[config.mk]
export PLATFORM = sky130hd
export DESIGN_NAME = quadratic_probe_hash_table
export DESIGN_NICKNAME = d
export VERILOG_FILES = /design/src/hdl/qpht_pkg.sv /design/src/hdl/qpht_mod.sv /design/src/hdl/qpht_ram.sv /design/src/hdl/quadratic_probe_hash_table.sv
export SDC_FILE = /design/constraint.sdc
export NUM_CORES = 1
export LEC_CHECK = 0
export BUFFER_PORTS_ARGS = -buffer_cell sky130_fd_sc_hd__buf_2
export CORE_UTILIZATION = 54
export DETAILED_ROUTE_END_ITERATION = 6
export PLACE_DENSITY = 0.7
export SYNTH_ARGS = -nofsm -noshare
export SYNTH_HDL_FRONTEND = slang
export SYNTH_SLANG_ARGS = --single-unit
[constraint.sdc]
create_clock -name i_clk -period 6.45 [get_ports i_clk]
set_input_delay 0.3225 -clock i_clk [delete_from_list [all_inputs] [get_ports i_clk]]
set_output_delay 0.3225 -clock i_clk [all_outputs]
set_load 0.005 [all_outputs]
[src/hdl/qpht_pkg.sv]
// Shared types and constants for the quadratic probing hash table.
// Used by qpht_mod and the top level; depends on nothing else.
package qpht_pkg;

    localparam int SLOTS_DEF    = 16;
    localparam int KEY_W        = 31;
    localparam int SLOT_FIELD_W = 4;
    localparam int STATUS_W     = 2;

    localparam logic KIND_INSERT = 1'b0;
    localparam logic KIND_SEARCH = 1'b1;

    localparam logic [STATUS_W-1:0] ST_INSERTED = 2'd0;
    localparam logic [STATUS_W-1:0] ST_FULL     = 2'd1;
    localparam logic [STATUS_W-1:0] ST_FOUND    = 2'd2;
    localparam logic [STATUS_W-1:0] ST_ABSENT   = 2'd3;

    typedef struct packed {
        logic             kind;
        logic [KEY_W-1:0] key;
    } t_in;

    typedef struct packed {
        logic [STATUS_W-1:0]     status;
        logic [SLOT_FIELD_W-1:0] slot;
    } t_out;

endpackage

[src/hdl/qpht_mod.sv]
// Home slot unit: reduces a key modulo SLOTS by multiplying with a constant
// reciprocal, registering the quotient's low bits and then the remainder.
// Depends on qpht_pkg for the key width.
module qpht_mod #(
    parameter int SLOTS = qpht_pkg::SLOTS_DEF
) (
    input  logic                            i_clk,
    input  logic                            i_rst_n,
    input  logic                            i_start,
    input  logic [qpht_pkg::KEY_W-1:0]      i_key,
    output logic                            o_done,
    output logic [$clog2(SLOTS)-1:0]        o_home
);
    import qpht_pkg::*;

    localparam int AW = $clog2(SLOTS);
    localparam int SH = KEY_W + AW;
    localparam int MW = KEY_W + 2;
    localparam int PW = KEY_W + MW;
    localparam logic [63:0]   MAG_FULL = ((64'd1 << SH) + 64'(SLOTS - 1)) / 64'(SLOTS);
    localparam logic [MW-1:0] MAG      = MAG_FULL[MW-1:0];
    localparam logic [AW-1:0] SLOTS_LO = AW'(SLOTS);

    logic [PW-1:0] prod;
    logic [AW-1:0] qs_lo;
    logic [AW-1:0] r_qlo;
    logic [AW-1:0] r_klo;
    logic [AW-1:0] r_rem;
    logic          r_busy;
    logic          r_done;

    // The quotient is exact for every key; only its low bits are needed,
    // since the remainder is below SLOTS.
    always_comb begin
        prod  = PW'(i_key) * PW'(MAG);
        qs_lo = r_qlo * SLOTS_LO;
    end

    always_ff @(posedge i_clk) begin
        if (!i_rst_n) begin
            r_busy <= 1'b0;
            r_done <= 1'b0;
        end else begin
            r_done <= 1'b0;
            if (i_start) begin
                r_qlo  <= prod[SH +: AW];
                r_klo  <= i_key[AW-1:0];
                r_busy <= 1'b1;
            end else if (r_busy) begin
                r_rem  <= r_klo - qs_lo;
                r_busy <= 1'b0;
                r_done <= 1'b1;
            end
        end
    end

    assign o_done = r_done;
    assign o_home = r_rem;

endmodule

[src/hdl/qpht_ram.sv]
// Table storage: one write port and one read port, read data registered.
// Depends on nothing; word width and depth come from the instantiating module.
module qpht_ram #(
    parameter int SLOTS = 16,
    parameter int W     = 31
) (
    input  logic                     i_clk,
    input  logic                     i_we,
    input  logic [$clog2(SLOTS)-1:0] i_waddr,
    input  logic [W-1:0]             i_wdata,
    input  logic [$clog2(SLOTS)-1:0] i_raddr,
    output logic [W-1:0]             o_rdata
);
    logic [W-1:0] r_mem [SLOTS];
    logic [W-1:0] r_rdata;

    always_ff @(posedge i_clk) begin
        if (i_we) begin
            r_mem[i_waddr] <= i_wdata;
        end
        r_rdata <= r_mem[i_raddr];
    end

    assign o_rdata = r_rdata;

endmodule

[src/hdl/quadratic_probe_hash_table.sv]
// Quadratic probing hash table top level: control sequencer and probe walk.
// Depends on qpht_pkg, qpht_mod and qpht_ram.
//
// A word is accepted on a rising edge where start is high and busy is low.
// kind selects insert or search of key. Each word gives exactly one result
// word on o_word, marked by o_valid for a single cycle; the receiver cannot
// stall, so results are never held back.
// The home slot unit reduces the key modulo SLOTS by a constant reciprocal
// multiplication, registering the quotient's low bits and then the remainder.
// The probe walk then issues one table read per cycle to the single read
// port and checks each returned word in the following cycle. A walk takes
// 1 to SLOTS probes; o_valid rises and busy falls in the same cycle, so a
// new word can follow immediately.
// An insert writes the key in the cycle its empty slot is found.
// The single table read port limits the walk to one probe per cycle.
// After reset the block runs a clearing pass, writing zero to every slot,
// with busy held high until it finishes.
module quadratic_probe_hash_table #(
    parameter int SLOTS = qpht_pkg::SLOTS_DEF
) (
    input  logic           i_clk,
    input  logic           i_rst_n,
    input  logic           start,
    output logic           busy,
    input  qpht_pkg::t_in  i_word,
    output logic           o_valid,
    output qpht_pkg::t_out o_word
);
    import qpht_pkg::*;

    localparam int AW = $clog2(SLOTS);
    localparam int CW = $clog2(SLOTS + 1);
    localparam logic [AW:0]   SLOTS_E = (AW + 1)'(SLOTS);
    localparam logic [AW-1:0] LAST    = AW'(SLOTS - 1);

    typedef enum logic [1:0] {
        S_CLEAR,
        S_IDLE,
        S_MOD,
        S_PROBE
    } t_state;

    t_state           r_state;
    logic [AW-1:0]    r_pos;
    logic [AW-1:0]    r_d;
    logic [CW-1:0]    r_icnt;
    logic             r_rv;
    logic             r_rlast;
    logic [AW-1:0]    r_rpos;
    logic             r_kind;
    logic [KEY_W-1:0] r_key;
    logic [KEY_W-1:0] r_want;
    logic             r_valid;
    t_out             r_out;

    logic             accept;
    logic             mod_done;
    logic [AW-1:0]    mod_home;
    logic             ram_we;
    logic [AW-1:0]    ram_waddr;
    logic [KEY_W-1:0] ram_wdata;
    logic [KEY_W-1:0] ram_rdata;
    logic             hit;
    logic             miss;
    logic [AW:0]      pos_sum;
    logic [AW:0]      d_sum;
    logic [AW-1:0]    n_pos;
    logic [AW-1:0]    n_d;
    logic [AW+SLOT_FIELD_W-1:0] slot_ext;

    assign accept = start && !busy;
    assign busy   = (r_state != S_IDLE);

    qpht_mod #(.SLOTS(SLOTS)) u_mod (
        .i_clk   (i_clk),
        .i_rst_n (i_rst_n),
        .i_start (accept),
        .i_key   (i_word.key),
        .o_done  (mod_done),
        .o_home  (mod_home)
    );

    qpht_ram #(.SLOTS(SLOTS), .W(KEY_W)) u_ram (
        .i_clk   (i_clk),
        .i_we    (ram_we),
        .i_waddr (ram_waddr),
        .i_wdata (ram_wdata),
        .i_raddr (r_pos),
        .o_rdata (ram_rdata)
    );

    always_comb begin
        hit  = r_rv && (ram_rdata == r_want);
        miss = r_rv && !hit && r_rlast;

        pos_sum = {1'b0, r_pos} + {1'b0, r_d};
        if (pos_sum >= SLOTS_E) begin
            pos_sum = pos_sum - SLOTS_E;
        end
        n_pos = pos_sum[AW-1:0];

        d_sum = {1'b0, r_d} + (AW + 1)'(2);
        if (d_sum >= SLOTS_E) begin
            d_sum = d_sum - SLOTS_E;
        end
        n_d = d_sum[AW-1:0];

        slot_ext = {{SLOT_FIELD_W{1'b0}}, r_rpos};

        ram_we    = (r_state == S_CLEAR) ||
                    ((r_state == S_PROBE) && hit && (r_kind == KIND_INSERT));
        ram_waddr = (r_state == S_CLEAR) ? r_pos : r_rpos;
        ram_wdata = (r_state == S_CLEAR) ? '0 : r_key;
    end

    always_ff @(posedge i_clk) begin
        if (!i_rst_n) begin
            r_state <= S_CLEAR;
            r_pos   <= '0;
            r_icnt  <= '0;
            r_rv    <= 1'b0;
            r_valid <= 1'b0;
        end else begin
            r_valid <= 1'b0;
            case (r_state)
                S_CLEAR: begin
                    r_pos <= r_pos + 1'b1;
                    if (r_pos == LAST) begin
                        r_state <= S_IDLE;
                    end
                end
                S_IDLE: begin
                    if (start) begin
                        r_kind  <= i_word.kind;
                        r_key   <= i_word.key;
                        r_want  <= (i_word.kind == KIND_SEARCH) ? i_word.key : '0;
                        r_state <= S_MOD;
                    end
                end
                S_MOD: begin
                    if (mod_done) begin
                        r_pos   <= mod_home;
                        r_d     <= AW'(1);
                        r_icnt  <= '0;
                        r_rv    <= 1'b0;
                        r_state <= S_PROBE;
                    end
                end
                S_PROBE: begin
                    if (r_icnt < CW'(SLOTS)) begin
                        r_rv    <= 1'b1;
                        r_rpos  <= r_pos;
                        r_rlast <= (r_icnt == CW'(SLOTS - 1));
                        r_pos   <= n_pos;
                        r_d     <= n_d;
                        r_icnt  <= r_icnt + 1'b1;
                    end else begin
                        r_rv <= 1'b0;
                    end
                    if (hit || miss) begin
                        r_valid <= 1'b1;
                        r_rv    <= 1'b0;
                        r_state <= S_IDLE;
                        if (hit) begin
                            r_out.status <= (r_kind == KIND_INSERT) ? ST_INSERTED : ST_FOUND;
                            r_out.slot   <= slot_ext[SLOT_FIELD_W-1:0];
                        end else begin
                            r_out.status <= (r_kind == KIND_INSERT) ? ST_FULL : ST_ABSENT;
                            r_out.slot   <= '0;
                        end
                    end
                end
                default: begin
                    r_state <= S_IDLE;
                end
            endcase
        end
    end

    assign o_valid = r_valid;
    assign o_word  = r_out;

    a_valid_after_probe: assert property (@(posedge i_clk) disable iff (!i_rst_n)
        o_valid |-> $past(r_state == S_PROBE))
        else $error("Result word without a preceding probe walk.");

    a_write_in_clear_or_probe: assert property (@(posedge i_clk) disable iff (!i_rst_n)
        ram_we |-> ((r_state == S_CLEAR) || (r_state == S_PROBE)))
        else $error("Table written outside clearing or probing.");

    a_miss_slot_zero: assert property (@(posedge i_clk) disable iff (!i_rst_n)
        (o_valid && ((o_word.status == ST_FULL) || (o_word.status == ST_ABSENT)))
        |-> (o_word.slot == '0))
        else $error("Failed operation reports a nonzero slot.");

    a_probe_bound: assert property (@(posedge i_clk) disable iff (!i_rst_n)
        (r_state == S_PROBE) |-> (r_icnt <= CW'(SLOTS)))
        else $error("Probe count ran past the table size.");

endmodule

==> flow_summary.json <==
{
  "path_cells": "xor2_1 -> nor4_1 -> nand4_1 -> nor4_2 -> a31oi_1 -> nor2_4",
  "detailroute.via_count": 10700,
  "fill_cell_count": 2977,
  "critPathTopFamily": "simple AND/OR/NAND/NOR gates",
  "crit_path_start_kind": "register",
  "layout-area-overhead-vs-synth_pct": 13.2,
  "post-route-worst-setup-slack_ns": 1.89,
  "clkTransAtPathRegs_ns": 0.06,
  "instances_no_fill": 1806,
  "wire_length_of_the_first_global_routing_pass_um": 71300,
  "synth.yosys.seq_area_share_pct": 77.5,
  "final_hold_viol_count": 0,
  "cellLeakagePower_nw": 8.37,
  "core_region_area_sq_um": 43200,
  "setup.worst_path.class": "register to register",
  "cts_resized": 0,
  "outcome": "finished, final reports clean",
  "detailedPlacementHpwl_um": 26700,
  "power_per_cell_area_nw_per_um2": 368,
  "grt_use_total_pct": 22.4,
  "post-route-drc-count": 0,
  "timing.setup.tns_ns": 0,
  "synthesis.nets": 1120,
  "first_global_vias": 11100,
  "r2r_cells": 6,
  "hold-path-endpoint": "r_key[2]$_DFFE_PP_",
  "relSlewSlack_pct": 14.4,
  "worst_r2r_endpoint": "u_ram.r_mem[2][18]$_DFFE_PP_",
  "numCtsBuffers": 59,
  "postCtsSetupRepairBufs": 0,
  "worstSkewPairLatency_ns": 0.61,
  "worstHoldPathType": "input pin to register",
  "tritoncts": "done",
  "synth_enable_flop_cells": 581,
  "setup_repair_after_global_routing_missed_its_margin": "false",
  "drtPass1Iterations": 7,
  "critPathRequiredTime_ns": 6.66,
  "asr_flop_ratio_synth_pct": 0,
  "finalWeightedCongestion": 0.785,
  "critical_path.max_fanout": 31,
  "maxSlewViolCount": 0,
  "max_cap_viol_count": 0,
  "postSynthRegisterBits": 627,
  "chipWidth_um": 212,
  "detail-route-antenna-nets": 0,
  "wl_um": 47400,
  "antenna-diode-count": 0,
  "reg2reg_setup_slack_ns": 1.89,
  "most-common-layout-cells": "581 x sky130_fd_sc_hd__edfxtp_1, 155 x sky130_fd_sc_hd__mux4_2, 59 x sky130_fd_sc_hd__clkbuf_16, 42 x sky130_fd_sc_hd__buf_2, 42 x sky130_fd_sc_hd__dfxtp_1",
  "row_count": 76,
  "top_level_ports": 43,
  "placement.cell_area_sq_um": 24600,
  "clock-skew-final_ns": 0.0165,
  "ys_warn_count": 0,
  "antenna_found_initial": 2,
  "syn_area_per_cell_sq_um": 22.1,
  "synth.cell_area_sq_um": 23700,
  "worst_hold_startpoint": "i_word[2]",
  "area_of_the_multi_input_gates_sq_um": 5150,
  "final_common_cell": "sky130_fd_sc_hd__edfxtp_1",
  "number_of_h_tree_levels": 2,
  "finalCriticalPeriod_ns": 4.56,
  "period_share_pct": 70.7,
  "grt_max_degree": 64,
  "critPathBufInv": 0,
  "gr-total-overflow": 0,
  "place.port_buffers": 42,
  "wire_per_inst_um": 26.2,
  "clk_root_buffer_cell": "sky130_fd_sc_hd__clkbuf_16",
  "postSynthCellCount": 1074,
  "critPathArrivalTime_ns": 4.78,
  "die_area_sq_um": 44800,
  "max_clock_freq_mhz": 219,
  "worst_setup_timing_slack_at_the_placement_stage_ns": 1.96,
  "r2r_start": "r_want[11]$_SDFFCE_PN0P_",
  "layout.nets": 1218,
  "final-setup-viol-count": 0,
  "cts_max_path_buffers": 3,
  "whs_path_depth": 1,
  "numPlacedInstances": 1666,
  "layout-drive-gt1-share_pct": 27.2,
  "vias_per_cell": 5.93,
  "cts.sinks": 627,
  "drt_first_iter_violations": 1024,
  "synth.lib_cells_used.distinct": 45,
  "worst_ir_drop_vdd_uv": 201,
  "die_h_um": 212,
  "cpPeakStageDelay_ns": 1.08,
  "timing_worst_slew_pin_value_ns": 1.28,
  "synth-main-ff-cell": "sky130_fd_sc_hd__edfxtp_1",
  "layout.area.seq_sq_um": 18400,
  "critPathSlowestCell": "sky130_fd_sc_hd__nor2_4",
  "design_area_sq_um": 26900,
  "worst_setup_path_end_kind": "register",
  "initial_core_util_pct": 54.9
}
[Yosys cell counts (2+ instances only)]
cell type                   count  area [sq um]
sky130_fd_sc_hd__nor3b_1        3          22.5
sky130_fd_sc_hd__nand2_1        9          33.8
sky130_fd_sc_hd__buf_1          3          11.3
sky130_fd_sc_hd__o2bb2ai_1      2          17.5
sky130_fd_sc_hd__nor2_1        30           113
sky130_fd_sc_hd__and3_1         3          18.8
sky130_fd_sc_hd__nor3_1         5          25.0
sky130_fd_sc_hd__buf_2          8          40.0
sky130_fd_sc_hd__inv_1         11          41.3
sky130_fd_sc_hd__nor4_1         7          43.8
sky130_fd_sc_hd__a21o_1         3          22.5
sky130_fd_sc_hd__xor2_1        26           228
sky130_fd_sc_hd__dfxtp_1       46           921
sky130_fd_sc_hd__a31oi_1        7          43.8
sky130_fd_sc_hd__mux4_2       155          3490
sky130_fd_sc_hd__nor4b_1        2          17.5
sky130_fd_sc_hd__a211oi_1       2          15.0
sky130_fd_sc_hd__clkbuf_1      31           116
sky130_fd_sc_hd__edfxtp_1     581         17400
sky130_fd_sc_hd__a21oi_1       12          60.1
sky130_fd_sc_hd__and2_1        38           238
sky130_fd_sc_hd__nand4_1        5          31.3
sky130_fd_sc_hd__xnor2_1        9          78.8
sky130_fd_sc_hd__nand3_1        3          15.0
sky130_fd_sc_hd__mux2i_1        2          20.0
sky130_fd_sc_hd__buf_6         10           113
sky130_fd_sc_hd__ha_1          10           125
sky130_fd_sc_hd__nor2b_1       34           213
[layout make-up]
type | count | share of cell area (%)
Sequential cell | 627 | 68.4
Multi-Input combinational cell | 383 | 19.2
Clock buffer | 88 | 6.46
Tap cell | 585 | 2.73
Timing Repair Buffer | 89 | 2.38
Clock inverter | 22 | 0.643
Inverter | 12 | 0.168
[power by group]
group | leakage [nW] | switching (mW) | internal (mW)
Combinational | 1.85 | 0.764 | 0.650
Sequential | 5.58 | 0.175 | 4.93
Clock | 0.936 | 1.43 | 1.93
[routing by layer]
metal,vias up,routed length [um],GRT usage [%]
met5,-,0,0
met4,0,1020,6.72
met3,65,2780,3.28
met2,351,23300,36.0
met1,5689,20200,32.3
li1,4602,-,-
[kinds of logic after synthesis]
logic type | count (synthesis) | share of synthesized area [%]
buffers and inverters | 64 | 1.37
adder cells (fa/ha/maj) | 11 | 0.612
flip-flops | 627 | 77.5
XOR/XNOR | 35 | 1.29
AO/OA/AOI/OAI | 37 | 1.06
AND/OR/NAND/NOR | 142 | 3.36
multiplexers | 158 | 14.9
[worst register-to-register path: cells and delay by family (launching register included)]
| kind | cells | cell delay (ns) |
|---|---|---|
| AOI/OAI and AO/OA | 1 | 0.62 |
| xor gates and xnor gates | 1 | 0.17 |
| DFF | 1 | 0.38 |
| and+or+nand+nor | 4 | 2.96 |
[worst max-delay path by stage]
stage / start / endpoint / slack [ns] / cells after the start
6_report: r_want[11]$_SDFFCE_PN0P_ / u_ram.r_mem[2][18]$_DFFE_PP_ / 1.89 / 6
5_1_grt: r_want[2]$_SDFFCE_PN0P_ / u_ram.r_mem[12][9]$_DFFE_PP_ / 1.63 / 6
4_1_cts: r_want[11]$_SDFFCE_PN0P_ / u_ram.r_mem[13][16]$_DFFE_PP_ / 1.95 / 6
3_5_place_dp: r_want[11]$_SDFFCE_PN0P_ / u_ram.r_mem[1][19]$_DFFE_PP_ / 1.96 / 6
3_3_place_gp: r_want[11]$_SDFFCE_PN0P_ / u_ram.r_mem[13][29]$_DFFE_PP_ / 2.28 / 6
2_1_floorplan: i_rst_n / r_key[0]$_DFFE_PP_ / 0.69 / 4
[registers in the layout, indices dropped and copies added (netlist names), 2 cells and up]
signal         flops
o_word             6
r_d                3
u_mod.r_klo        4
r_pos              4
u_ram.r_mem      496
u_mod.o_home       4
r_rpos             4
r_want            31
r_key             31
u_ram.o_rdata     31
r_icnt             5
r_state            2
[stage by stage]
stage | power, mW | util, % | hold WS [ns]
floorplan | 6.12 | - | 0.400
global placement | 6.57 | 57.1 | 0.402
detailed placement | 6.61 | 57.1 | 0.407
CTS | 9.97 | 62.2 | 0.00452
global route | 10.2 | 62.2 | 0.00115
finish | 9.88 | 62.2 | 0.0141
[repair_timing]
| item | CTS | global route |
|---|---|---|
| hold buffers | 30 | 0 |
| endpoints found under the hold margin | 35 | 0 |
| setup endpoints to repair | 0 | 0 |
No activity file was read; power rests on OpenSTA's default activity.
